$ cat src/rtl/iee_pkg.sv
// Package: shared constants, types and character codes for the expression evaluator.
`timescale 1ns / 1ps
package iee_pkg;
    localparam int FRAC_BITS_DEF = 16;
    localparam int MAX_FRAC_DIGITS_DEF = 8;
    localparam int MAX_NUMERAL_CHARS_DEF = 19;

    localparam logic [7:0] CH_PLUS  = 8'h2B;
    localparam logic [7:0] CH_MINUS = 8'h2D;
    localparam logic [7:0] CH_STAR  = 8'h2A;
    localparam logic [7:0] CH_SLASH = 8'h2F;
    localparam logic [7:0] CH_POINT = 8'h2E;
    localparam logic [7:0] CH_ZERO  = 8'h30;
    localparam logic [7:0] CH_NINE  = 8'h39;

    localparam logic [1:0] ST_OK   = 2'd0;
    localparam logic [1:0] ST_DIV0 = 2'd1;
    localparam logic [1:0] ST_OVF  = 2'd2;

    localparam logic [1:0] POP_NONE = 2'd0;
    localparam logic [1:0] POP_MUL  = 2'd1;
    localparam logic [1:0] POP_DIV  = 2'd2;

    localparam logic [59:0] MANT_CAP = 60'd1000000000000000000;
    localparam logic [59:0] MANT_LIM = 60'd100000000000000000;

    // datapath commands
    typedef enum logic [3:0] {
        C_NOP, C_CHAR, C_CONV_START, C_CONV_STEP, C_CONV_FIN, C_FRAC_START, C_DIV_STEP,
        C_FRAC_FIN, C_TERM_MUL, C_TERM_DIV_START, C_TERM_DIV_FIN, C_TERM_PASS, C_APPLY_OP,
        C_CLEAR
    } t_cmd;

    typedef struct packed {
        t_cmd       cmd;
        logic [7:0] ch;
    } t_ctl;

    typedef struct packed {
        logic       is_op;
        logic       after_op;
        logic       div_zero;
    } t_sts;

    function automatic logic [33:0] pow10(input logic [3:0] n);
        case (n)
            4'd0: pow10 = 34'd1;
            4'd1: pow10 = 34'd10;
            4'd2: pow10 = 34'd100;
            4'd3: pow10 = 34'd1000;
            4'd4: pow10 = 34'd10000;
            4'd5: pow10 = 34'd100000;
            4'd6: pow10 = 34'd1000000;
            4'd7: pow10 = 34'd10000000;
            4'd8: pow10 = 34'd100000000;
            default: pow10 = 34'd1000000000;
        endcase
    endfunction
endpackage

$ cat src/rtl/iee_datapath.sv
// Datapath: numeral accumulation, shared restoring divider, multiplier and sum registers.
`timescale 1ns / 1ps
module iee_datapath #(
    parameter int FRAC_BITS = iee_pkg::FRAC_BITS_DEF,
    parameter int MAX_FRAC_DIGITS = iee_pkg::MAX_FRAC_DIGITS_DEF,
    parameter int MAX_NUMERAL_CHARS = iee_pkg::MAX_NUMERAL_CHARS_DEF
) (
    input  logic                i_clk,
    input  logic                i_rst_n,
    input  iee_pkg::t_ctl       i_ctl,
    output iee_pkg::t_sts       o_sts,
    output logic [1:0]          o_pop,
    output logic [31:0]         o_value,
    output logic [1:0]          o_status
);
    import iee_pkg::*;

    localparam int LW = $clog2(MAX_NUMERAL_CHARS + 1);
    localparam int DW = 64;               // divider width

    logic signed [31:0] r_sum, r_term, r_num;
    logic               r_sub;
    logic [1:0]         r_pop, r_err;
    logic [59:0]        r_mant;
    logic [3:0]         r_fcnt;
    logic               r_infrac, r_closed, r_after;
    logic [LW-1:0]      r_len;
    // divider
    logic [DW-1:0]      r_dq, r_dd;
    logic [DW:0]        r_rem;
    logic               r_neg;
    logic [59:0]        r_q;
    logic [33:0]        r_scale;
    logic signed [63:0] r_prod;
    logic [7:0]         r_opch;

    logic [7:0] ch;
    logic       is_op, is_dig;
    logic [DW:0] trial;
    logic [3:0]  dig;
    logic [1:0]  n_err;
    logic        conv_ovf, mul_hi, mul_lo, div_ovf, sum_hi, sum_lo;

    assign ch = i_ctl.ch;
    assign is_op = (ch == CH_PLUS) || (ch == CH_MINUS) || (ch == CH_STAR) || (ch == CH_SLASH);
    assign is_dig = (ch >= CH_ZERO) && (ch <= CH_NINE);
    assign dig = 4'(ch - CH_ZERO);
    assign trial = {r_rem[DW-1:0], r_dq[DW-1]} - {1'b0, r_dd};

    assign o_sts.is_op = is_op;
    assign o_sts.after_op = r_after;
    assign o_sts.div_zero = (r_num == 32'sd0);
    assign o_pop = r_pop;
    assign o_value = r_sum;
    assign o_status = r_err;

    // add/sub of term into running sum
    logic signed [33:0] s_ext;
    always_comb begin
        s_ext = r_sub ? (34'(r_sum) - 34'(r_term)) : (34'(r_sum) + 34'(r_term));
    end

    assign conv_ovf = (r_q > 60'(32'h7FFFFFFF >> FRAC_BITS)) ||
                      ((r_q << FRAC_BITS) + 60'(r_dq) > 60'h7FFFFFFF);
    assign mul_hi = (r_prod >>> FRAC_BITS) > 64'sh7FFFFFFF;
    assign mul_lo = (r_prod >>> FRAC_BITS) < -64'sh80000000;
    assign div_ovf = r_neg ? (r_dq > 64'h80000000) : (r_dq > 64'h7FFFFFFF);
    assign sum_hi = s_ext > 34'sh7FFFFFFF;
    assign sum_lo = s_ext < -34'sh80000000;

    // keep the first error of the expression
    always_comb begin
        n_err = r_err;
        unique case (i_ctl.cmd)
            C_CONV_FIN:       if (conv_ovf) n_err = ST_OVF;
            C_FRAC_FIN:       if (mul_hi || mul_lo) n_err = ST_OVF;
            C_TERM_DIV_START: if (r_num == 32'sd0) n_err = ST_DIV0;
            C_TERM_DIV_FIN:   if (div_ovf) n_err = ST_OVF;
            C_TERM_PASS:      if (sum_hi || sum_lo) n_err = ST_OVF;
            default: ;
        endcase
        if (r_err != ST_OK) n_err = r_err;
        if (i_ctl.cmd == C_CLEAR) n_err = ST_OK;
    end

    always_ff @(posedge i_clk) begin
        if (!i_rst_n) begin
            r_sum <= '0; r_sub <= 1'b0; r_term <= '0; r_pop <= POP_NONE; r_err <= ST_OK;
            r_mant <= '0; r_fcnt <= '0; r_infrac <= 1'b0; r_closed <= 1'b0;
            r_len <= '0; r_after <= 1'b1; r_num <= '0;
        end else begin
            r_err <= n_err;
            unique case (i_ctl.cmd)
                C_CHAR: begin
                    r_opch <= ch;
                    if (!is_op) begin
                        r_after <= 1'b0;
                        if (r_len < LW'(MAX_NUMERAL_CHARS)) begin
                            r_len <= r_len + LW'(1);
                            if (!r_closed) begin
                                if (is_dig) begin
                                    if (!r_infrac || r_fcnt < 4'(MAX_FRAC_DIGITS)) begin
                                        r_mant <= (r_mant >= MANT_LIM) ? MANT_CAP
                                            : 60'(r_mant * 60'd10) + 60'(dig);
                                        if (r_infrac) r_fcnt <= r_fcnt + 4'd1;
                                    end
                                end else if (ch == CH_POINT) begin
                                    if (r_infrac) r_closed <= 1'b1;
                                    else r_infrac <= 1'b1;
                                end else begin
                                    r_closed <= 1'b1;
                                end
                            end
                        end
                    end
                end
                C_CONV_START: begin
                    // mantissa / 10^cnt
                    r_scale <= pow10(r_fcnt);
                    r_dq <= 64'(r_mant); r_dd <= 64'(pow10(r_fcnt));
                    r_rem <= '0;
                end
                C_DIV_STEP: begin
                    if (!trial[DW]) begin
                        r_rem <= trial; r_dq <= {r_dq[DW-2:0], 1'b1};
                    end else begin
                        r_rem <= {r_rem[DW-1:0], r_dq[DW-1]}; r_dq <= {r_dq[DW-2:0], 1'b0};
                    end
                end
                C_CONV_STEP: begin
                    r_q <= 60'(r_dq);
                    // fraction: ((rem<<F) + scale/2) / scale
                    r_dq <= 64'((r_rem[33:0] << FRAC_BITS) + 64'(r_scale >> 1));
                    r_dd <= 64'(r_scale); r_rem <= '0;
                end
                C_CONV_FIN: begin
                    if (conv_ovf) r_num <= 32'sh7FFFFFFF;
                    else r_num <= 32'((r_q << FRAC_BITS) + 60'(r_dq));
                    r_mant <= '0; r_fcnt <= '0; r_infrac <= 1'b0; r_closed <= 1'b0;
                    r_len <= '0;
                end
                C_TERM_MUL: begin
                    r_prod <= 64'(r_term) * 64'(r_num);
                end
                C_FRAC_FIN: begin
                    // floor shift, saturate
                    if (mul_hi) r_num <= 32'sh7FFFFFFF;
                    else if (mul_lo) r_num <= 32'sh80000000;
                    else r_num <= 32'(r_prod >>> FRAC_BITS);
                end
                C_TERM_DIV_START: begin
                    if (r_num == 32'sd0) begin
                        r_num <= r_term[31] ? 32'sh80000000 : 32'sh7FFFFFFF;
                    end else begin
                        r_neg <= r_term[31] ^ r_num[31];
                        r_dq <= 64'(r_term[31] ? -64'(r_term) : 64'(r_term)) << FRAC_BITS;
                        r_dd <= 64'(r_num[31] ? -64'(r_num) : 64'(r_num));
                        r_rem <= '0;
                    end
                end
                C_TERM_DIV_FIN: begin
                    if (div_ovf) r_num <= r_neg ? 32'sh80000000 : 32'sh7FFFFFFF;
                    else r_num <= r_neg ? 32'(-r_dq) : 32'(r_dq);
                end
                C_APPLY_OP: begin
                    r_after <= 1'b1;
                    r_term <= r_num;
                    if (r_opch == CH_STAR || r_opch == CH_SLASH)
                        r_pop <= (r_opch == CH_STAR) ? POP_MUL : POP_DIV;
                end
                C_TERM_PASS: begin
                    // add r_term into sum with pending sign
                    if (sum_hi) r_sum <= 32'sh7FFFFFFF;
                    else if (sum_lo) r_sum <= 32'sh80000000;
                    else r_sum <= 32'(s_ext);
                    r_sub <= (r_opch == CH_MINUS); r_pop <= POP_NONE;
                end
                C_FRAC_START: begin
                    r_term <= r_num;  // stage term for sum
                end
                C_CLEAR: begin
                    r_sum <= '0; r_sub <= 1'b0; r_term <= '0; r_pop <= POP_NONE;
                    r_after <= 1'b1;
                end
                default: ;
            endcase
        end
    end
endmodule

$ cat src/rtl/iee_ctrl.sv
// Controller: sequences character handling, numeral conversion, term and sum updates.
`timescale 1ns / 1ps
module iee_ctrl (
    input  logic          i_clk,
    input  logic          i_rst_n,
    input  logic          i_in_valid,
    input  logic [7:0]    i_ch,
    input  logic          i_last,
    output logic          o_in_ready,
    input  iee_pkg::t_sts i_sts,
    input  logic [1:0]    i_pop,
    output iee_pkg::t_ctl o_ctl,
    output logic          o_out_valid,
    input  logic          i_out_ready
);
    import iee_pkg::*;

    typedef enum logic [3:0] {
        S_IDLE, S_CS, S_CD1, S_CM, S_CD2, S_CF, S_TERM, S_MUL, S_MULF, S_DIVS, S_DIVD,
        S_DIVF, S_OPS, S_ADD, S_OUT
    } t_state;

    t_state     r_st;
    logic       r_last, r_op;
    logic [6:0] r_cnt;
    logic [7:0] r_ch;

    assign o_in_ready = (r_st == S_IDLE);
    assign o_out_valid = (r_st == S_OUT);

    always_comb begin
        o_ctl.ch = r_ch;
        o_ctl.cmd = C_NOP;
        unique case (r_st)
            S_IDLE: begin
                o_ctl.ch = i_ch;
                if (i_in_valid) o_ctl.cmd = C_CHAR;
            end
            S_CS: o_ctl.cmd = C_CONV_START;
            S_CD1, S_CD2, S_DIVD: o_ctl.cmd = C_DIV_STEP;
            S_CM: o_ctl.cmd = C_CONV_STEP;
            S_CF: o_ctl.cmd = C_CONV_FIN;
            S_MUL: o_ctl.cmd = C_TERM_MUL;
            S_MULF: o_ctl.cmd = C_FRAC_FIN;
            S_DIVS: o_ctl.cmd = C_TERM_DIV_START;
            S_DIVF: o_ctl.cmd = C_TERM_DIV_FIN;
            S_TERM: o_ctl.cmd = C_FRAC_START;
            S_OPS: o_ctl.cmd = C_APPLY_OP;
            S_ADD: o_ctl.cmd = C_TERM_PASS;
            S_OUT: if (i_out_ready) o_ctl.cmd = C_CLEAR;
            default: ;
        endcase
    end

    always_ff @(posedge i_clk) begin
        if (!i_rst_n) begin
            r_st <= S_IDLE; r_cnt <= '0; r_last <= 1'b0; r_op <= 1'b0; r_ch <= '0;
        end else begin
            unique case (r_st)
                S_IDLE: if (i_in_valid) begin
                    r_ch <= i_ch; r_last <= i_last;
                    r_op <= i_sts.is_op && !i_sts.after_op;
                    if ((i_sts.is_op && !i_sts.after_op) || i_last) r_st <= S_CS;
                end
                S_CS:  begin r_cnt <= 7'd64; r_st <= S_CD1; end
                S_CD1: begin r_cnt <= r_cnt - 1'b1; if (r_cnt == 7'd1) r_st <= S_CM; end
                S_CM:  begin r_cnt <= 7'd64; r_st <= S_CD2; end
                S_CD2: begin r_cnt <= r_cnt - 1'b1; if (r_cnt == 7'd1) r_st <= S_CF; end
                S_CF:  r_st <= (i_pop == POP_MUL) ? S_MUL : (i_pop == POP_DIV) ? S_DIVS
                              : S_OPS;
                S_MUL: r_st <= S_MULF;
                S_MULF: r_st <= S_OPS;
                S_DIVS: begin
                    r_cnt <= 7'd64;
                    r_st <= i_sts.div_zero ? S_OPS : S_DIVD;
                end
                S_DIVD: begin r_cnt <= r_cnt - 1'b1; if (r_cnt == 7'd1) r_st <= S_DIVF; end
                S_DIVF: r_st <= S_OPS;
                S_OPS: begin
                    // mul/div op: term stored; otherwise fold into sum
                    if (r_op && (r_ch == CH_STAR || r_ch == CH_SLASH)) begin
                        // trailing mul/div: run again with the empty numeral as operand
                        if (r_last) begin
                            r_op <= 1'b0;
                            r_st <= S_CS;
                        end else r_st <= S_IDLE;
                    end else r_st <= S_TERM;
                end
                S_TERM: r_st <= S_ADD;
                S_ADD: r_st <= r_last ? S_OUT : S_IDLE;
                S_OUT: if (i_out_ready) r_st <= S_IDLE;
                default: r_st <= S_IDLE;
            endcase
        end
    end
endmodule

$ cat src/rtl/infix_expression_evaluator.sv
// Top level: expression evaluator with streaming character input and result output.
// Sequence: a plain character is taken while idle; an accepted operator or the final character
// runs numeral conversion (two 64-step divides) plus the term and sum update; a trailing
// multiply or divide repeats the pass with a zero operand.
// Throughput: one item at a time; s_axis_tready stays low until the item is fully handled.
// Reset: synchronous active-low i_rst_n clears the sum, pending op and status.
`timescale 1ns / 1ps
module infix_expression_evaluator #(
    parameter int FRAC_BITS = iee_pkg::FRAC_BITS_DEF,
    parameter int MAX_FRAC_DIGITS = iee_pkg::MAX_FRAC_DIGITS_DEF,
    parameter int MAX_NUMERAL_CHARS = iee_pkg::MAX_NUMERAL_CHARS_DEF
) (
    input  logic        i_clk,
    input  logic        i_rst_n,
    input  logic        s_axis_tvalid,
    output logic        s_axis_tready,
    input  logic [7:0]  s_axis_tdata,   // char_code
    input  logic        s_axis_tlast,   // is_last
    output logic        m_axis_tvalid,
    input  logic        m_axis_tready,
    output logic [39:0] m_axis_tdata    // value[31:0], status[33:32], zero fill
);
    import iee_pkg::*;

    t_ctl ctl;
    t_sts sts;
    logic [31:0] value;
    logic [1:0]  status;
    logic [1:0]  pop;

    iee_datapath #(.FRAC_BITS(FRAC_BITS), .MAX_FRAC_DIGITS(MAX_FRAC_DIGITS),
                   .MAX_NUMERAL_CHARS(MAX_NUMERAL_CHARS)) u_dp (
        .i_clk(i_clk), .i_rst_n(i_rst_n), .i_ctl(ctl), .o_sts(sts), .o_pop(pop),
        .o_value(value), .o_status(status)
    );

    iee_ctrl u_ctrl (
        .i_clk(i_clk), .i_rst_n(i_rst_n), .i_in_valid(s_axis_tvalid),
        .i_ch(s_axis_tdata), .i_last(s_axis_tlast), .o_in_ready(s_axis_tready),
        .i_sts(sts), .i_pop(pop), .o_ctl(ctl),
        .o_out_valid(m_axis_tvalid), .i_out_ready(m_axis_tready)
    );

    assign m_axis_tdata = {6'd0, status, value};

    a_no_overlap: assert property (@(posedge i_clk) disable iff (!i_rst_n)
        !(s_axis_tready && m_axis_tvalid)) else $error("in and out overlap");
    a_out_hold: assert property (@(posedge i_clk) disable iff (!i_rst_n)
        m_axis_tvalid && !m_axis_tready |=> $stable(m_axis_tdata))
        else $error("result changed while stalled");
endmodule
$ cat config.mk
export PLATFORM = sky130hd
export DESIGN_NAME = infix_expression_evaluator
export DESIGN_NICKNAME = d
export VERILOG_FILES = /design/src/rtl/iee_pkg.sv /design/src/rtl/iee_datapath.sv /design/src/rtl/iee_ctrl.sv /design/src/rtl/infix_expression_evaluator.sv
export SDC_FILE = /design/constraint.sdc
export NUM_CORES = 2
export LEC_CHECK = 0
export ABC_AREA = 0
export BUFFER_PORTS_ARGS = -buffer_cell sky130_fd_sc_hd__buf_2
export CORE_MARGIN = 5
export CORE_UTILIZATION = 35
export DETAILED_ROUTE_END_ITERATION = 10
export GPL_TIMING_DRIVEN = 0
export PLACE_DENSITY_LB_ADDON = 0.3
export SYNTH_ARGS = -nofsm -noshare
export SYNTH_HDL_FRONTEND = slang
export SYNTH_SLANG_ARGS = --single-unit
$ cat constraint.sdc
create_clock -name i_clk -period 8.8 [get_ports i_clk]
set_clock_uncertainty 0.15 [all_clocks]
set_input_delay 0.88 -clock i_clk [delete_from_list [all_inputs] [get_ports i_clk]]
set_output_delay 0.88 -clock i_clk [all_outputs]
set_load 0.02 [all_outputs]
After elaboration in Yosys (flattened, before gate mapping)

Memory sizes are Yosys's and may differ from the RTL's. A register that Yosys moved wholly into a read port is not among the register bits.
Cells that the tools add are included.

Add/sub/neg operators: 13
Multiply operators: 2
$lt $le $gt $ge: 13
Eq/ne operators: 63
Muxes and demuxes: 91
Bitwise operators: 4
Reduce and logical (&&, ||, !) cells: 57

Operators with widths:

| kind                  | number |
|---|---|
| $pmux 64 s3           | 2 |
| $mux 60               | 6 |
| $mux 32               | 10 |
| $mux 64               | 5 |
| $pmux 64 s4           | 1 |
| $pmux 32 s2           | 2 |
| $pmux 32 s4           | 1 |
| $pmux 60 s2           | 1 |
| $eq 8x6->1 const B    | 10 |
| $mux 4                | 17 |
| $sub 65x64->65        | 1 |
| $gt 64x31->1 const B  | 1 |
| $gt 64x32->1 const B  | 1 |
| $mul 32x32->64        | 1 |
| $neg 32->64           | 1 |
| $add 60x4->60         | 1 |
| $add 60x60->60        | 1 |
| $ge 60x57->1 const B  | 1 |
| $gt 60x15->1 const B  | 1 |
| $gt 60x31->1 const B  | 1 |
| $mul 60x3->59 const B | 1 |
| $pmux 4 s14           | 1 |
| $eq 4x4->1 const B    | 13 |
| $pmux 4 s13           | 1 |
| 56 further kinds      | 162 |

Flip-flop bits (word level): 553
ROM bits: 960
Input bits: 13
Output and inout port bits: 42
Memories: 2

Memories:

| name             | depth | width | rd ports | clocked after memory_dff | write ports | line          | source |
|---|---|---|---|---|---|---|---|
| (name not given) | 16    | 30    | 1        | 1                        | 0           | iee_pkg.sv:46 | `case (n)` |
| (name not given) | 16    | 30    | 1        | 1                        | 0           | iee_pkg.sv:46 |  |

Depth between registers and ports, before layout

Depth in word-level cells: 11
Mapped depth: 34

Modules after synthesis

Synthesis repeated with hierarchy kept, for this count alone.

Cell total of the unflattened synthesis: 8,562
Area total of the unflattened synthesis: 76,966.3 µm²

Modules (own cells, without submodules):

| module                     | instances | cells each | area each (µm²) | sequential area each (µm²) |
|---|---|---|---|---|
| iee_datapath               | 1         | 8,363      | 75,419.8        | 13,893.3 |
| iee_ctrl                   | 1         | 192        | 1,497.7         | 420.4 |
| infix_expression_evaluator | 1         | 7          | 48.8            | 0.0 |

Worst setup path after synthesis

OpenSTA, ideal clock, no wires.

Path type: register -> register
Start point: register u_dp.r_term[31]
End point: register u_dp.r_prod[62] (data pin)
Setup time: 0.258 ns
Data arrival time: 8.466 ns
Required time: 8.392 ns
Path slack: -0.073 ns
Cell stages (with the launch flop): 32
Clock period less this slack: 8.873 ns
Cells stage by stage: dfxtp_1 -> clkbuf_1 -> clkbuf_1 -> buf_1 -> nand2_1 -> inv_1 -> fa_1 -> inv_1 -> fa_1 -> inv_1 -> fa_1 -> fa_1 -> fa_1 -> fa_1 -> fa_1 -> inv_1 -> fa_1 -> inv_1 -> ha_1 -> a21o_1 -> a21oi_1 -> nor2b_1 -> o21ai_0 -> nand2b_1 -> a21oi_1 -> nor2_1 -> a211oi_1 -> o31a_1 -> o21ai_0 -> a211o_1 -> a21oi_1 -> xnor2_1

Word-level cells in the longest chain between the ends: 1

RTL lines:

| element                  | line                | source |
|---|---|---|
| start: declaration       | iee_datapath.sv:21  | `logic signed [31:0] r_sum, r_term, r_num;` |
| start signal: assignment | iee_datapath.sv:167 | `r_term <= r_num;` |
| start signal: assignment | iee_datapath.sv:179 | `r_term <= r_num;` |
| $mul 32x32->64           | iee_datapath.sv:143 | `r_prod <= 64'(r_term) * 64'(r_num);` |
| end signal: assignment   | iee_datapath.sv:143 |  |
| end: declaration         | iee_datapath.sv:34  | `logic signed [63:0] r_prod;` |

Every way passes these cells.
A chain may end at the register's enable or synchronous reset.

Final worst setup path

Start point: register u_dp.r_num[21]
End point: register u_dp.r_prod[54] (data pin)

Word-level cells in the longest chain between the ends: 1

RTL lines:

| element                  | line                | source |
|---|---|---|
| start: declaration       | iee_datapath.sv:21  |  |
| start signal: assignment | iee_datapath.sv:138 | `else r_num <= 32'((r_q << FRAC_BITS) + 60'(r_dq));` |
| start signal: assignment | iee_datapath.sv:149 | `else r_num <= 32'(r_prod >>> FRAC_BITS);` |
| start signal: assignment | iee_datapath.sv:153 | `r_num <= r_term[31] ? 32'sh80000000 : 32'sh7FFFFFFF;` |
| $mul 32x32->64           | iee_datapath.sv:143 |  |

Every way passes these cells.

==> implementation parameters <==
Parameter                              Value

Drt
  Average wire per standard cell    24.74 um
  DRT antenna net count    0
  Wire length after detailed routing    286,500 um
  Detailed-route via count    63,008
  1st-iter DRT viols    6,311
  DRC errors left    0
  First-pass DRT Iterations    9
  Detailed-route vias per instance    5.442

Job
  Number of maximum-capacitance violations    0

Clock tree
  TritonCTS clock tree    done
  CTS Buffer Depth    3
  Worst-path clk slew    60 ps
  CTS sink cnt    549
  TritonCTS buffer count    66
  Insertion delay of the later-clocked pin in the worst-skew pair    660 ps
  Level count of the clock H-tree    3
  Clock root buffer    sky130_fd_sc_hd__clkbuf_16

Timing
  RSZ-0062 raised after global routing    yes
  Final setup violation count    0
  Worst max-slew margin expressed relative to the limit    14.04%
  Final Max Slew Viols    0
  Final hold violations    0
  Final TNS setup    0 ps
  Min Tclk post-route    8676 ps
  Transition time at the pin with the least slew margin    1280 ps
  Share of the cycle needed by the critical path after routing    98.59%
  Achievable Freq    115.3 MHz
  Worst Hold Margin    318.6 ps

Die
  Die area    223,700 um2
  Num rows    170
  Die Ht    473.0 um
  Effective utilization at floorplan    35.06%
  Num ports    55
  Area inside the core boundary    214,000 um2
  Die X-Extent    473.0 um

Setup path
  Cell family contributing the most delay on the critical path    adder cells
  Startpoint kind of the worst setup timing path    flop
  Worst setup path class    flop to flop
  Data required time at the worst endpoint    9040 ps
  Max stage delay cell, worst path    sky130_fd_sc_hd__clkbuf_1
  Cells along the critical path    clkbuf_1 > and2_1 > fa_1 > inv_1 > fa_1 > inv_1 > fa_1 > fa_1 > fa_1 > fa_1 > fa_1 > inv_1 > fa_1 > inv_1 > ha_1 > a21o_1 > a21oi_1 > nor2b_1 > o21bai_2 > a21o_1 > a21o_1 > a221o_1 > a21oi_2 > xnor2_1
  Flop2flop setup slack    120 ps
  Largest fanout of any net on the critical path    10
  Most numerous cell on the critical path    sky130_fd_sc_hd__fa_1
  Kind of end point of the critical path    flop
  Data arrival, critical path    8920 ps
  Crit-path max cell delay    820 ps
  Buffers & Inverters on Critical Path    5

Yosys
  Dominant cells by area after synthesis    sky130_fd_sc_hd__fa_1 (29%), sky130_fd_sc_hd__edfxtp_1 (13%), sky130_fd_sc_hd__ha_1 (7.8%)
  Number of instances in the synthesized netlist    8,500
  Distinct cells, synth    103
  Flip-flop and latch count after synthesis    549
  Most frequent cell after synthesis    sky130_fd_sc_hd__inv_1
  Cell taking the most area after synthesis    sky130_fd_sc_hd__fa_1
  Most frequent cells after synthesis    sky130_fd_sc_hd__inv_1 (1,330), sky130_fd_sc_hd__nand2_1 (1,170), sky130_fd_sc_hd__fa_1 (1,087)
  Syn Std Cell Area    75,020 um2
  Top cell type's share of synthesized area    29.01%
  EDFF count, synth    332
  Mean Syn Cell Area    8.826 um2
  Seq/Total Area, Yosys    19.08%
  Dominant register cell in the synthesized netlist    sky130_fd_sc_hd__edfxtp_1
  Async set or reset register ratio after synthesis    0%
  Ys Warns    0

Placement
  IO Port Bufs    48
  Area post-placement    79,210 um2
  Placed cell count    11,435
  Final estimated routing congestion in global placement    1.014
  Detailed placer's ending HPWL    237,100 um

Layout
  Area overhead of the layout relative to synthesis    11.05%
  Non-Filler Instances    11,579
  Fraction of layout instances using a drive strength above 1    7.219%
  Final cell area excluding filler cells    83,310 um2
  Final design utilization    38.93%
  Final-stage net count    10,244

Power
  Net switching power figure    0.008114 W
  Switching Share    49.43%
  Int Pwr    0.008300 W
  Leak pwr    38.92 nW
  Combinational power share    55.9%
  Register share of total power    26.0%
  Clock network fraction of total power    18.0%
  Cell Pwr Density    197.0 nW/um2
  VDD IR-drop max    0.0002253 V

Global route
  Global-route wire length before repair    422,900 um
  Largest net degree at the start of global routing    33
  Vias in the first global route    63,122
  Antenna violations before repair    36
  Gr usage total    25.37%
  Overflow left after global routing    0

Status
  Result of the run    completed

Hold path
  Class of the tightest hold or removal check    flop to flop
## cell usage in the layout (no fill, tap or decap), types with 30 or more instances in the layout
cell,synthesis,final
sky130_fd_sc_hd__conb_1,1,38
sky130_fd_sc_hd__dfxtp_1,217,172
sky130_fd_sc_hd__nand3_1,111,109
sky130_fd_sc_hd__o21bai_1,53,52
sky130_fd_sc_hd__o21a_1,38,38
sky130_fd_sc_hd__a21oi_1,447,436
sky130_fd_sc_hd__nor2_1,349,342
sky130_fd_sc_hd__buf_6,0,35
sky130_fd_sc_hd__nor3_1,97,94
sky130_fd_sc_hd__clkbuf_1,398,217
sky130_fd_sc_hd__dfxtp_4,0,30
sky130_fd_sc_hd__o211ai_1,45,45
sky130_fd_sc_hd__xor2_1,155,155
sky130_fd_sc_hd__fa_1,1087,1068
sky130_fd_sc_hd__edfxtp_1,332,332
sky130_fd_sc_hd__buf_2,17,82
sky130_fd_sc_hd__o31ai_1,32,32
sky130_fd_sc_hd__buf_4,7,95
sky130_fd_sc_hd__a31oi_1,82,82
sky130_fd_sc_hd__nor4_1,47,46
sky130_fd_sc_hd__nand2_1,1170,1166
sky130_fd_sc_hd__and2_1,531,529
sky130_fd_sc_hd__clkbuf_4,0,35
sky130_fd_sc_hd__nor2b_1,43,42
sky130_fd_sc_hd__clkbuf_2,0,35
sky130_fd_sc_hd__a21o_1,145,145
sky130_fd_sc_hd__a22oi_1,55,55
sky130_fd_sc_hd__o21ai_0,275,268
sky130_fd_sc_hd__or3_1,39,39
sky130_fd_sc_hd__xnor2_1,255,254
sky130_fd_sc_hd__nand4_1,62,62
sky130_fd_sc_hd__ha_1,470,455
sky130_fd_sc_hd__o21ai_1,36,37
sky130_fd_sc_hd__and3_1,52,50
sky130_fd_sc_hd__nand2b_1,62,62
sky130_fd_sc_hd__inv_1,1330,1317
sky130_fd_sc_hd__clkbuf_16,0,76
## sequential cells by signal, indices dropped and copies added (netlist names), 2 cells and up, named ones only
name,cells
u_dp.r_fcnt,4
u_dp.r_dd,64
u_dp.o_pop,2
u_dp.r_q,60
u_ctrl.r_cnt,7
u_ctrl.r_st,4
u_dp.r_prod,48
u_dp.o_status,2
u_dp.r_dq,64
u_dp.r_rem,64
u_dp.r_opch,8
u_dp.o_value,32
u_dp.r_len,5
u_ctrl.r_ch,8
u_dp.r_num,32
u_dp.r_mant,60
u_dp.r_scale,23
u_dp.r_term,32
## metrics by stage
stage	setup WS, ps	power (W)
2_1_floorplan	58.22	0.009626
3_3_place_gp	-2412	0.01286
3_5_place_dp	-2520	0.01295
4_1_cts	2.986	0.01606
5_1_grt	-18.50	0.01729
6_report	124.4	0.01641
## worst register-to-register path: stages (launching register included)
cell and delay, ps:
sky130_fd_sc_hd__dfxtp_2 610, sky130_fd_sc_hd__clkbuf_1 830, sky130_fd_sc_hd__and2_1 270, sky130_fd_sc_hd__fa_1 410, sky130_fd_sc_hd__inv_1 90, sky130_fd_sc_hd__fa_1 390
sky130_fd_sc_hd__inv_1 80, sky130_fd_sc_hd__fa_1 430, sky130_fd_sc_hd__fa_1 520, sky130_fd_sc_hd__fa_1 540, sky130_fd_sc_hd__fa_1 520, sky130_fd_sc_hd__fa_1 560
sky130_fd_sc_hd__inv_1 60, sky130_fd_sc_hd__fa_1 610, sky130_fd_sc_hd__inv_1 70, sky130_fd_sc_hd__ha_1 410, sky130_fd_sc_hd__a21o_1 330, sky130_fd_sc_hd__a21oi_1 180
sky130_fd_sc_hd__nor2b_1 90, sky130_fd_sc_hd__o21bai_2 240, sky130_fd_sc_hd__a21o_1 220, sky130_fd_sc_hd__a21o_1 200, sky130_fd_sc_hd__a221o_1 380, sky130_fd_sc_hd__a21oi_2 150
sky130_fd_sc_hd__xnor2_1 80
## routing by layer
layer  GRT usage (%)  routed length [um]  up-vias
met4           10.00               14420        6
met2           38.03              122200     2899
met1           35.87              122900    31680
li1                -                   -    27877
met3           5.256               26980      546
met5               0                  45        -
## cell type report
class,instances,area (um2)
Antenna cell,14,35.03
Timing Repair Buffer,111,877.1
Sequential cell,549,14450
Inverter,1333,5035
Fill cell,21681,130700
Buffer,434,2659
Tap cell,2838,3551
Clock inverter,28,376.6
Clock buffer,93,1943
Multi-Input combinational cell,6179,54390
## power groups by stage
stage	clock network [W]	registers, W	logic [W]
6_report	0.00296	0.00428	0.00918
3_5_place_dp	0	0.00404	0.00891
5_1_grt	0.00312	0.00429	0.00988
2_1_floorplan	0	0.00381	0.00582
3_3_place_gp	0	0.00408	0.00878
4_1_cts	0.00299	0.00425	0.00882
## path summary, 6_finish.rpt
path | cells after the start | startpoint | to
worst min register to register | 2 | u_ctrl.r_ch[5]$_SDFFE_PN0P_ | u_ctrl.r_ch[5]$_SDFFE_PN0P_
worst min-delay path | 2 | u_ctrl.r_ch[5]$_SDFFE_PN0P_ | u_ctrl.r_ch[5]$_SDFFE_PN0P_
worst max-delay path | 24 | u_dp.r_num[21]$_SDFFE_PN0P_ | u_dp.r_prod[54]$_DFFE_PP_
worst max register to register | 24 | u_dp.r_num[21]$_SDFFE_PN0P_ | u_dp.r_prod[54]$_DFFE_PP_
## kinds of logic after synthesis
family / count (synthesis) / share of synthesized area (%)
mux: 33 / 0.4636
xor+xnor: 411 / 4.808
flops: 549 / 19.08
buf+inv: 1809 / 9.114
simple gates: 2679 / 17.27
other cells: 1 / 0.004999
fa+ha+maj: 1557 / 36.84
compound gates: 1461 / 12.42
## repair_timing
| item | 4_1_cts | 5_1_grt |
|---|---|---|
| setup buffers | 19 | 32 |
| hold buffers | 0 | 0 |
| endpoints found under the setup margin | 45 | 28 |
| pin swaps | 24 | 39 |
| gates resized for setup | 437 | 347 |
| gates cloned | 0 | 0 |
(Power assumes the default switching activity.)
